File: src/hw/rtl/bsoc_pkg.sv
// Package with the discharge curve, widths and sequencer states of the state-of-charge lookup.
package bsoc_pkg;

	localparam int MV_W       = 13;
	localparam int PCT_W      = 7;
	localparam int CURVE_LEN  = 12;
	localparam int NUM_POINTS = 12;
	localparam int PTS_USED   = (NUM_POINTS < 2) ? 2 :
		((NUM_POINTS > CURVE_LEN) ? CURVE_LEN : NUM_POINTS);
	localparam int IDX_W      = $clog2(CURVE_LEN);
	localparam int QBIT_W     = $clog2(PCT_W);
	localparam int PROD_W     = MV_W + PCT_W;
	localparam int PCT_MAX    = 100;

	typedef logic [MV_W-1:0]   mv_t;
	typedef logic [PCT_W-1:0]  pct_t;
	typedef logic [IDX_W-1:0]  idx_t;
	typedef logic [PROD_W-1:0] prod_t;

	typedef enum logic [2:0] {
		ST_IDLE,
		ST_SCAN,
		ST_MUL,
		ST_DIV,
		ST_DONE
	} state_t;

	function automatic mv_t curve_mv(input idx_t idx);
		mv_t mv;
		unique case (idx)
			idx_t'(0):  mv = mv_t'(4200);
			idx_t'(1):  mv = mv_t'(4100);
			idx_t'(2):  mv = mv_t'(4000);
			idx_t'(3):  mv = mv_t'(3930);
			idx_t'(4):  mv = mv_t'(3870);
			idx_t'(5):  mv = mv_t'(3800);
			idx_t'(6):  mv = mv_t'(3750);
			idx_t'(7):  mv = mv_t'(3700);
			idx_t'(8):  mv = mv_t'(3650);
			idx_t'(9):  mv = mv_t'(3550);
			idx_t'(10): mv = mv_t'(3400);
			idx_t'(11): mv = mv_t'(3000);
			default:    mv = '0;
		endcase
		return mv;
	endfunction

	function automatic pct_t curve_pct(input idx_t idx);
		pct_t pct;
		unique case (idx)
			idx_t'(0):  pct = pct_t'(100);
			idx_t'(1):  pct = pct_t'(90);
			idx_t'(2):  pct = pct_t'(80);
			idx_t'(3):  pct = pct_t'(70);
			idx_t'(4):  pct = pct_t'(60);
			idx_t'(5):  pct = pct_t'(50);
			idx_t'(6):  pct = pct_t'(40);
			idx_t'(7):  pct = pct_t'(30);
			idx_t'(8):  pct = pct_t'(20);
			idx_t'(9):  pct = pct_t'(10);
			idx_t'(10): pct = pct_t'(5);
			idx_t'(11): pct = pct_t'(0);
			default:    pct = '0;
		endcase
		return pct;
	endfunction

	// Voltage span of the segment above a breakpoint, zero when not positive.
	function automatic mv_t seg_span(input idx_t idx);
		mv_t hi;
		mv_t lo;
		hi = (idx == '0) ? '0 : curve_mv(idx - idx_t'(1));
		lo = curve_mv(idx);
		return (hi > lo) ? (hi - lo) : '0;
	endfunction

	// Percent rise of the segment above a breakpoint, zero when negative.
	function automatic pct_t seg_rise(input idx_t idx);
		pct_t hi;
		pct_t lo;
		hi = (idx == '0) ? '0 : curve_pct(idx - idx_t'(1));
		lo = curve_pct(idx);
		return (hi > lo) ? (hi - lo) : '0;
	endfunction

endpackage

File: src/hw/rtl/battery_soc_interpolator.sv
// Battery state-of-charge lookup by piecewise linear interpolation over a discharge curve.
//
// Channel  Signals                     Width  Direction
// input    in_valid, in_ready          -      request in
//          millivolts                  13     unsigned millivolts
// output   out_valid, out_ready        -      request out
//          percent                     7      state of charge, 0 to 100
//
// A request scans the breakpoints with one compare per cycle; inside a segment it then
// takes a multiply step and one quotient bit per cycle, all compares and divide steps
// on one shared subtractor. in_ready is high only while the sequencer is idle; a
// finished result waits in the output register while out_ready is low, and a new
// result holds the sequencer in ST_DONE until that register is free to take it.
// Reset is asynchronous and clears the sequencer and the output valid flag.
module battery_soc_interpolator (
	input  logic                     clk,
	input  logic                     arst_n,
	input  logic                     in_valid,
	output logic                     in_ready,
	input  logic [bsoc_pkg::MV_W-1:0]  millivolts,
	output logic                     out_valid,
	input  logic                     out_ready,
	output logic [bsoc_pkg::PCT_W-1:0] percent
);

	localparam bsoc_pkg::idx_t LAST_IDX = bsoc_pkg::idx_t'(bsoc_pkg::PTS_USED - 1);

	bsoc_pkg::state_t  state_q;
	bsoc_pkg::state_t  state_d;
	bsoc_pkg::mv_t     mv_q;
	bsoc_pkg::idx_t    idx_q;
	bsoc_pkg::prod_t   rem_q;
	bsoc_pkg::pct_t    quot_q;
	bsoc_pkg::pct_t    base_q;
	logic [bsoc_pkg::QBIT_W-1:0] bit_q;
	bsoc_pkg::pct_t    percent_q;
	logic              out_valid_q;

	bsoc_pkg::prod_t   sub_a;
	bsoc_pkg::prod_t   sub_b;
	logic [bsoc_pkg::PROD_W:0] sub_y;
	logic              sub_ge;
	bsoc_pkg::mv_t     span;
	bsoc_pkg::pct_t    rise;
	logic [bsoc_pkg::PCT_W:0] sum;
	bsoc_pkg::pct_t    result;
	logic              out_free;

	assign span     = bsoc_pkg::seg_span(idx_q);
	assign rise     = bsoc_pkg::seg_rise(idx_q);
	assign out_free = !out_valid_q || out_ready;

	always_comb begin
		sub_a = rem_q;
		sub_b = bsoc_pkg::prod_t'(span) << bit_q;
		if (state_q == bsoc_pkg::ST_SCAN) begin
			sub_a = bsoc_pkg::prod_t'(mv_q);
			sub_b = bsoc_pkg::prod_t'(bsoc_pkg::curve_mv(idx_q));
		end
	end

	assign sub_y  = {1'b0, sub_a} - {1'b0, sub_b};
	assign sub_ge = !sub_y[bsoc_pkg::PROD_W];

	assign sum    = {1'b0, base_q} + {1'b0, quot_q};
	assign result = (sum > (bsoc_pkg::PCT_W + 1)'(bsoc_pkg::PCT_MAX)) ?
		bsoc_pkg::pct_t'(bsoc_pkg::PCT_MAX) : sum[bsoc_pkg::PCT_W-1:0];

	always_comb begin
		state_d = state_q;
		unique case (state_q)
			bsoc_pkg::ST_IDLE: begin
				if (in_valid) begin
					state_d = bsoc_pkg::ST_SCAN;
				end
			end
			bsoc_pkg::ST_SCAN: begin
				if (sub_ge) begin
					state_d = (idx_q == '0) ? bsoc_pkg::ST_DONE : bsoc_pkg::ST_MUL;
				end else if (idx_q == LAST_IDX) begin
					state_d = bsoc_pkg::ST_DONE;
				end
			end
			bsoc_pkg::ST_MUL: begin
				state_d = (span == '0) ? bsoc_pkg::ST_DONE : bsoc_pkg::ST_DIV;
			end
			bsoc_pkg::ST_DIV: begin
				if (bit_q == '0) begin
					state_d = bsoc_pkg::ST_DONE;
				end
			end
			bsoc_pkg::ST_DONE: begin
				if (out_free) begin
					state_d = bsoc_pkg::ST_IDLE;
				end
			end
			default: state_d = bsoc_pkg::ST_IDLE;
		endcase
	end

	always_comb begin
		in_ready = (state_q == bsoc_pkg::ST_IDLE);
	end

	always_ff @(posedge clk or negedge arst_n) begin
		if (!arst_n) begin
			state_q     <= bsoc_pkg::ST_IDLE;
			out_valid_q <= 1'b0;
		end else begin
			state_q <= state_d;
			if (state_q == bsoc_pkg::ST_DONE && out_free) begin
				out_valid_q <= 1'b1;
			end else if (out_ready) begin
				out_valid_q <= 1'b0;
			end
		end
	end

	always_ff @(posedge clk) begin
		unique case (state_q)
			bsoc_pkg::ST_IDLE: begin
				mv_q   <= millivolts;
				idx_q  <= '0;
				quot_q <= '0;
			end
			bsoc_pkg::ST_SCAN: begin
				base_q <= bsoc_pkg::curve_pct(idx_q);
				if (sub_ge) begin
					rem_q <= sub_y[bsoc_pkg::PROD_W-1:0];
				end else if (idx_q != LAST_IDX) begin
					idx_q <= idx_q + bsoc_pkg::idx_t'(1);
				end
			end
			bsoc_pkg::ST_MUL: begin
				rem_q <= bsoc_pkg::prod_t'(rem_q[bsoc_pkg::MV_W-1:0]) *
					bsoc_pkg::prod_t'(rise);
				bit_q <= (bsoc_pkg::QBIT_W)'(bsoc_pkg::PCT_W - 1);
			end
			bsoc_pkg::ST_DIV: begin
				if (sub_ge) begin
					rem_q         <= sub_y[bsoc_pkg::PROD_W-1:0];
					quot_q[bit_q] <= 1'b1;
				end
				bit_q <= bit_q - (bsoc_pkg::QBIT_W)'(1);
			end
			bsoc_pkg::ST_DONE: begin
				if (out_free) begin
					percent_q <= result;
				end
			end
			default: begin
				idx_q <= '0;
			end
		endcase
	end

	assign out_valid = out_valid_q;
	assign percent   = percent_q;

endmodule

File: config.mk
export PLATFORM = sky130hd
export DESIGN_NAME = battery_soc_interpolator
export DESIGN_NICKNAME = d
export VERILOG_FILES = /design/src/hw/rtl/bsoc_pkg.sv /design/src/hw/rtl/battery_soc_interpolator.sv
export SDC_FILE = /design/constraint.sdc
export NUM_CORES = 1
export LEC_CHECK = 0
export ABC_AREA = 1
export BUFFER_PORTS_ARGS = -buffer_cell sky130_fd_sc_hd__buf_4
export CELL_PAD_IN_SITES_DETAIL_PLACEMENT = 0
export CELL_PAD_IN_SITES_GLOBAL_PLACEMENT = 2
export CORE_MARGIN = 8
export CORE_UTILIZATION = 40
export DETAILED_ROUTE_END_ITERATION = 16
export GPL_ROUTABILITY_DRIVEN = 0
export PLACE_DENSITY = 0.95
export SLEW_MARGIN = 40
export SYNTH_ARGS = -nofsm -noshare
export SYNTH_HDL_FRONTEND = slang
export SYNTH_SLANG_ARGS = --single-unit
File: constraint.sdc
create_clock -name clk -period 16.6 [get_ports clk]
set_input_delay 0 -clock clk [delete_from_list [all_inputs] [get_ports clk]]
set_output_delay 0 -clock clk [all_outputs]
set_load 0.005 [all_outputs]
# Word level (Yosys, flattened, before mapping)
# Memory sizes are Yosys's and may differ from the RTL's. A register that Yosys moved wholly into a read port is not among the register bits.
# Cells that the tools add are included.
dict set report op_classes {
  n_addsub 7
  n_mul 1
  order_cmp 5
  eq_ne 14
  shift 1
  n_mux 29
  bitwise 2
  n_reduce_logical 19
}
# cell count
set ops {}
lappend ops {{20-bit 2-to-1 mux} 3}
lappend ops {{20-bit case mux with 2 select lines} 1}
lappend ops {{13-bit 2-to-1 mux} 2}
lappend ops {{3-bit 2-to-1 mux} 7}
lappend ops {{7-bit 2-to-1 mux} 3}
lappend ops {{20-bit by 20-bit subtractor with 21-bit output} 1}
lappend ops {{13-bit by 7-bit multiplier with 20-bit output} 1}
lappend ops {{4-bit 2-to-1 mux} 5}
lappend ops {{13-bit by 3-bit << shifter with 20-bit output} 1}
lappend ops {{3-bit case mux with 5 select lines} 1}
lappend ops {{7-bit case mux with 2 select lines} 1}
lappend ops {{13-bit greater-than comparator} 1}
lappend ops {{13-bit zero test} 1}
lappend ops {{13-bit subtractor} 1}
lappend ops {{2-bit inequality test, second input constant} 6}
lappend ops {{7-bit by 7-bit adder with 8-bit output} 1}
lappend ops {{8-bit by 7-bit greater-than comparator with 1-bit output, second input constant} 1}
lappend ops {{4-bit case mux with 2 select lines} 1}
lappend ops {{2-bit nonzero test} 4}
lappend ops {{7-bit greater-than comparator} 1}
lappend ops {{7-bit OR} 1}
lappend ops {{7-bit subtractor} 1}
lappend ops {{3-bit by 2-bit equality test with 1-bit output, second input constant} 2}
lappend ops {{3-bit zero test} 2}
lappend ops {{24 further kinds} 29}
dict set report totals {
  register_bits 58
  rom_bits 912
  input_bits 17
  output_inout_bits 9
  word_cells 92
  n_memories 6
}
# name depth word_bits read_ports rd_clocked_by_memory_dff write_ports line
set memory_table {}
lappend memory_table {{(no name shown)} 16 12 1 1 0 bsoc_pkg.sv:30} ;# unique case (idx)
lappend memory_table {{(no name shown)} 16 12 1 0 0 bsoc_pkg.sv:30}
lappend memory_table {{(no name shown)} 16 12 1 1 0 bsoc_pkg.sv:30}
lappend memory_table {{(no name shown)} 16 7 1 1 0 bsoc_pkg.sv:50} ;# unique case (idx)
lappend memory_table {{(no name shown)} 16 7 1 0 0 bsoc_pkg.sv:50}
lappend memory_table {{(no name shown)} 16 7 1 1 0 bsoc_pkg.sv:50}

# Longest topological paths before layout
# Gate-level depths: netlist of the first run.
# An unclocked memory read counts as a cell.
dict set report depth {
  ltp_word 11
  depth_mapped 46
  ltp_nobuf 44
}

# Worst setup path before layout of the first run
# No wires, ideal clock.
dict set report synth_timing {
  kind {reg-to-reg}
  startpoint {register idx_q[0]}
  endpoint {register rem_q[15], data pin}
  setup_time_ps 255
  arrival_time_ps 6899
  required_time_ps 16345
  slack_ps 9446
  stages_incl_launch_ff 41
  n_path_buf 1
  period_less_slack_ps 7154
  cell_sequence {edfxtp_1 > inv_1 > ha_1 > inv_1 > ha_1 > clkbuf_1 > inv_1 > nor2_1 > a2111oi_0 > ha_1 > a21oi_1 > nand2_1 > nand2_1 > nand2_1 > a21oi_1 > nor2_1 > nor2_1 > o21bai_2 > (+5 left out) > inv_1 > fa_1 > inv_1 > fa_1 > inv_1 > fa_1 > inv_1 > ha_1 > nand2_1 > inv_1 > a21oi_1 > inv_1 > nand2_1 > nand2_1 > a21oi_1 > o21ai_0 > a21oi_1 > nor2_1}
}
dict set report synth_via {
  elab_chain_len 10
  elab_cells_between_ends 18
  classes_between {add/sub: 4; mul: 1; order compare: 2; shift: 1; mux: 7; reduce/logical: 1; memory: 2}
}
# item line
set synth_lines {}
lappend synth_lines {{start, declared} battery_soc_interpolator.sv:31} ;# bsoc_pkg::idx_t idx_q;
lappend synth_lines {{start signal, assigned} battery_soc_interpolator.sv:131} ;# idx_q <= idx_q + bsoc_pkg::idx_t'(1);
lappend synth_lines {{parallel branches: the longest is 9 deep, another holds 13-bit by 7-bit multiplier with 20-bit output} n/a}
lappend synth_lines {{20-bit case mux with 2 select lines *} battery_soc_interpolator.sv:120} ;# unique case (state_q)
lappend synth_lines {{end signal, assigned} battery_soc_interpolator.sv:129} ;# rem_q <= sub_y[bsoc_pkg::PROD_W-1:0];
lappend synth_lines {{end signal, assigned} battery_soc_interpolator.sv:135} ;# rem_q <= bsoc_pkg::prod_t'(rem_q[bsoc_pkg::MV_W-1:0]) *
lappend synth_lines {{end signal, assigned} battery_soc_interpolator.sv:141} ;# rem_q <= sub_y[bsoc_pkg::PROD_W-1:0];
lappend synth_lines {{end, declared} battery_soc_interpolator.sv:32} ;# bsoc_pkg::prod_t rem_q;
# Mark *: on every way between the ends. The select of a mux whose other input is x is not followed.
# A chain may end at the register's enable or synchronous reset.

# Final worst setup path of the first run
# Same ends and word-level chain as after synthesis.

==> results.toml, run 1 <==
[worst_setup_path]
worstSetupStartpointType = "flop"
slowest_delay_ps = 610
required_ps = 16710
cp-end-kind = "flop"
critPathSlowestCell = "a2111oi_0"
worst-path-max-fanout = 11
cp_common_cell = "inv_1"
crit_type = "flop to flop"
cp.arrival_ps = 8500

[place]
dp_hpwl_um = 25900
io_buffer_count = 25
dp.cells = 1776

[die]
die_h_um = 175
io_pins = 26
rows = 58
core_sq_um = 25000
initial_core_util_pct = 40.4
die_w_um = 175
die_area_sq_um = 30500

[clocking]
postCtsHoldBufs = 16
cts_num_sinks = 83
htreeDepth = 3
root_buffer = "clkbuf_16"
post-cts-setup-buffer-count = 0
cts_made_buffers = 9
clk_pin_slew_ps = 70
ctsResizeCount = 0
cts_buffer_depth = 2
clock_latency_ps = 350
cts_tree = "built"

[synthesis]
ys_top_cells_by_area = "edfxtp_1, nand2_1, ha_1, fa_1, inv_1"
synth_common_cells = "nand2_1, inv_1, nor2_1, ha_1, nand3_1"
ys_warn_count = 0
yosysMostFrequentCell = "nand2_1"
synth_ff_type = "edfxtp_1"
synth_top_area_share_pct = 18.2
synth_edf_count = 61
syn_inst = 1446
synthesis.nets = 1623
synthesis.area_sq_um = 10100
syn_avg_cell_area_sq_um = 6.97
yosysSeqAreaShare_pct = 22.8
yosysTopAreaCell = "edfxtp_1"
ys_ff_latch = 83
yosysUniqueCellTypes = 54
synthArstFlopShare_pct = 4.82

[sta]
relSlewSlack_pct = 55.4
fin_crit_sh_pct = 50.5
finalClockSkew_ps = 10.2
fmax_mhz = 119
setup_tns_ps = 0
min_period_ps = 8390
timing_hold_violations_final = 0
finalMaxSlewViolations = 0
report.final.setup_viol = 0
grt_setup_unrepaired = "false"
tightestPinTransition_ps = 652

[run]
cap_violations = 0

[status]
status = "completed"

[final_layout]
area_delta_synth_final_pct = 9.33
final_util_pct = 44.1
nFillCells = 2609
layout.nets = 1650
drive_gt1_share_pct = 5.55
diodes = 0
fin_cells = 1808

[global_route]
grt-ovfl-total = 0
grt_pass1_wl_um = 50400
grt_max_degree = 43
antenna_found_initial = 0
grt_use_total_pct = 20.9
grt_pass1_vias = 9337

[route]
drt-wirelength-per-cell_um = 17.3
first_pass_iters = 5
vias = 9317
wl_um = 31400
final_antenna_net_count = 0
drt-initial-drc-count = 783
drc = 0
vias_per_cell = 5.15

[worst_hold_path]
hp-class = "input port to flop"
==> through the flow <==
| stage | hold WS, ps | area (sq um) | worst slack [ps] |
|---|---|---|---|
| 2_1_floorplan | -296 | 10100 | 9450 |
| 3_3_place_gp | -197 | 10600 | 8440 |
| 3_5_place_dp | -196 | 10600 | 8340 |
| 4_1_cts | 147 | 11000 | 8320 |
| 5_1_grt | 210 | 11000 | 7410 |
| 6_report | 151 | 11000 | 8210 |
==> cells in the final DEF, fill, tap and decap left out, drive strengths merged, types with 2 or more instances in the layout <==
cell type	count
a2111oi	2
a211oi	2
a21o	4
a21oi	70
a22oi	3
a311oi	2
a31oi	3
a32o	2
and2	2
buf	25
clkbuf	13
clkinv	2
dfrtp	4
dfxtp	18
dlygate4sd3	16
edfxtp	61
fa	57
ha	103
inv	266
nand2	393
nand3	97
nand3b	4
nand4	15
nor2	161
nor3	12
nor4	2
o211ai	10
o21a	2
o21ai	86
o21bai	6
o22ai	4
o31ai	3
or2	7
xnor2	8
xor2	9
==> cell families (layout without fill, tap and decap cells) <==
family	Yosys count	in the layout	share of synthesized area (%)
AOI/OAI and AO/OA	203	203	11.6
and+or+nand+nor	693	693	29.0
xor gates and xnor gates	17	17	1.48
DFF	83	83	22.8
buffers and inverters	290	322	11.1
adders and majority gates	160	160	24.1
==> critical path, delay by kind of cell, from the launching register on <==
kind | cells | cell delay [ps]
AO/OA/AOI/OAI | 7 | 1780
adder cells (fa/ha/maj) | 8 | 3400
flip-flops | 1 | 540
buffers and inverters | 10 | 1110
AND/OR/NAND/NOR | 11 | 1320
==> area by class of cell <==
class	count	area [sq um]	share of cell area (%)
tap	330	413	3.75
clock inverter	3	20.0	0.182
clock buffer	13	272	2.47
sequential	83	2290	20.8
multi-input combinational	1073	6670	60.6
timing repair buffer	41	348	3.16
inverter	265	995	9.03
==> layer usage <==
layer  global-route usage, %  vias to the layer above  wire [um]
met3                    2.46                       53       1410
met1                    26.3                     4341      13700
li1                        -                     4686          -
met4                    7.31                        0       1030
met5                       0                        -          0
met2                    36.3                      237      15200
==> worst paths after layout <==
kind	start	endpoint	slack (ps)	cells after the start
max	idx_q[0]$_DFFE_PN_	rem_q[15]$_DFFE_PP_	8210	36
min reg2reg	mv_q[0]$_DFFE_PP_	flop	530	2
max reg2reg	idx_q[0]$_DFFE_PN_	rem_q[15]$_DFFE_PP_	8210	36
max in group asynchronous	arst_n	state_q[2]$_DFFE_PN0P_	15850	3
min	in_valid	state_q[0]$_DFFE_PN0P_	150	5
min in group asynchronous	arst_n	out_valid$_DFFE_PN0P_	560	3
Power of run 1 is not shown: default switching activity piles up to over one toggle a cycle in this logic, so the estimate is an artifact.
==> run 2: changes to the inputs <==
Settings changed: CORE_UTILIZATION 40 to 34, PLACE_DENSITY 0.95 to 0.88.
Clock period 16.6 ns to 6.92 ns, I/O delays scaled along.
==> results.toml, run 2 (synthesis gave the netlist of run 1 again) <==
[status]
status = "completed"

[die]
initial_core_util_pct = 34.3
die_area_sq_um = 35400
core_sq_um = 29400
io_pins = 26
die_w_um = 188
die_h_um = 188
rows = 63

[worst_setup_path]
regToRegEndpoint = "rem_q[19]$_DFFE_PP_"
slowest_delay_ps = 570
crit_type = "flop to flop"
critPathSlowestCell = "fa_1"
cp-end-kind = "flop"
cp.arrival_ps = 6920
rr_worst_depth = 38
worstSetupStartpointType = "flop"
reg2reg_from = "idx_q[0]$_DFFE_PN_"
required_ps = 7020
ff2ff_setup_slack_ps = 100
worst-path-max-fanout = 7

[clocking]
cts_num_sinks = 83
cts_made_buffers = 9
cts_buffer_depth = 2
cts_tree = "built"
root_buffer = "clkbuf_16"
htreeDepth = 3
clock_latency_ps = 360
clk_pin_slew_ps = 70

[route]
vias_per_cell = 4.90
met2_wirelength_um = 16100
route.top_layer_used = "met4"
drc = 0
drt-wirelength-per-cell_um = 16.2
first_pass_iters = 5
m1WireLength_um = 14300
drt-initial-drc-count = 471
vias = 9826
final_antenna_net_count = 0
wl_met3_um = 940
wl_um = 32500

[place]
dp_slack_ps = -457
dp_hpwl_um = 26700
io_buffer_count = 25
dp.cells = 1951

[run]
cap_violations = 0

[sta]
fin_crit_sh_pct = 98.6
tightestPinTransition_ps = 738
fmax_mhz = 147
setup_tns_ps = 0
grt_setup_unrepaired = "true"
setup_slack_ps = 95.0
report.final.setup_viol = 0
min_period_ps = 6820
finalClockSkew_ps = 11.3
timing_hold_violations_final = 0
finalMaxSlewViolations = 0
relSlewSlack_pct = 50.4

[final_layout]
drive_gt1_share_pct = 22.2
layout_common_cells = "nand2_1, inv_1, buf_4"
final_util_pct = 44.0
final_common_cell = "nand2_1"
layout.nets = 1789
diodes = 0
fin_cells = 2007
area_delta_synth_final_pct = 28.4

[global_route]
grt_pass1_vias = 9817
antenna_found_initial = 0
grt_pass1_wl_um = 50700
grt_max_degree = 41
grt-ovfl-total = 0
grt_use_total_pct = 18.0

[worst_hold_path]
worstHoldStart = "in_valid"
hold_end = "state_q[0]$_DFFE_PN0P_"
hp-class = "input port to flop"
min_path_cells = 5
-- run 2: worst max-delay path by stage --
stage | cells after the start | to | from
final | 38 | rem_q[19]$_DFFE_PP_ | idx_q[0]$_DFFE_PN_
after global routing | 38 | rem_q[10]$_DFFE_PP_ | idx_q[0]$_DFFE_PN_
after CTS | 37 | rem_q[15]$_DFFE_PP_ | idx_q[0]$_DFFE_PN_
after detailed placement | 39 | rem_q[19]$_DFFE_PP_ | idx_q[0]$_DFFE_PN_
after global placement | 38 | rem_q[19]$_DFFE_PP_ | idx_q[0]$_DFFE_PN_
after floorplan | 36 | rem_q[15]$_DFFE_PP_ | idx_q[0]$_DFFE_PN_
-- run 2: layout make-up --
cell class	count	area, sq um
fillers	3019	16500
multi-input cells	1073	7390
flip-flops and latches	83	2290
repair buffers	180	1450
inverters	265	1020
well taps	390	488
clock buffers	10	229
clock inverters	6	71.3
-- run 2: critical path: cells and delay by family, from the launching register on --
kind / cells / cell delay, ps
DFF: 1 / 400
adders and majority gates: 8 / 2920
and+or+nand+nor: 13 / 1330
buffers and inverters: 11 / 1060
AOI/OAI and AO/OA: 6 / 850
-- run 2: per-layer routing --
layer / vias up / global-route usage, %
li1: 4972 / -
met1: 4614 / 21.9
met2: 169 / 31.4
met3: 71 / 2.10
met4: 0 / 8.03
met5: - / 0
-- run 2: repair_timing --
action,4_1_cts,5_1_grt
hold buffers,16,0
hold endpoints to repair,19,0
endpoints found under the setup margin,12,21
pin swaps,5,86
setup buffers,2,22
resized for setup,28,181
-- run 2: metrics by stage --
step / hold WS [ps] / instance area (sq um)
2_1_floorplan: -296 / 10100
3_3_place_gp: -202 / 11500
3_5_place_dp: -200 / 11500
4_1_cts: 105 / 12100
5_1_grt: 187 / 12900
6_report: 117 / 12900
Power of run 2 is left out for the same reason.
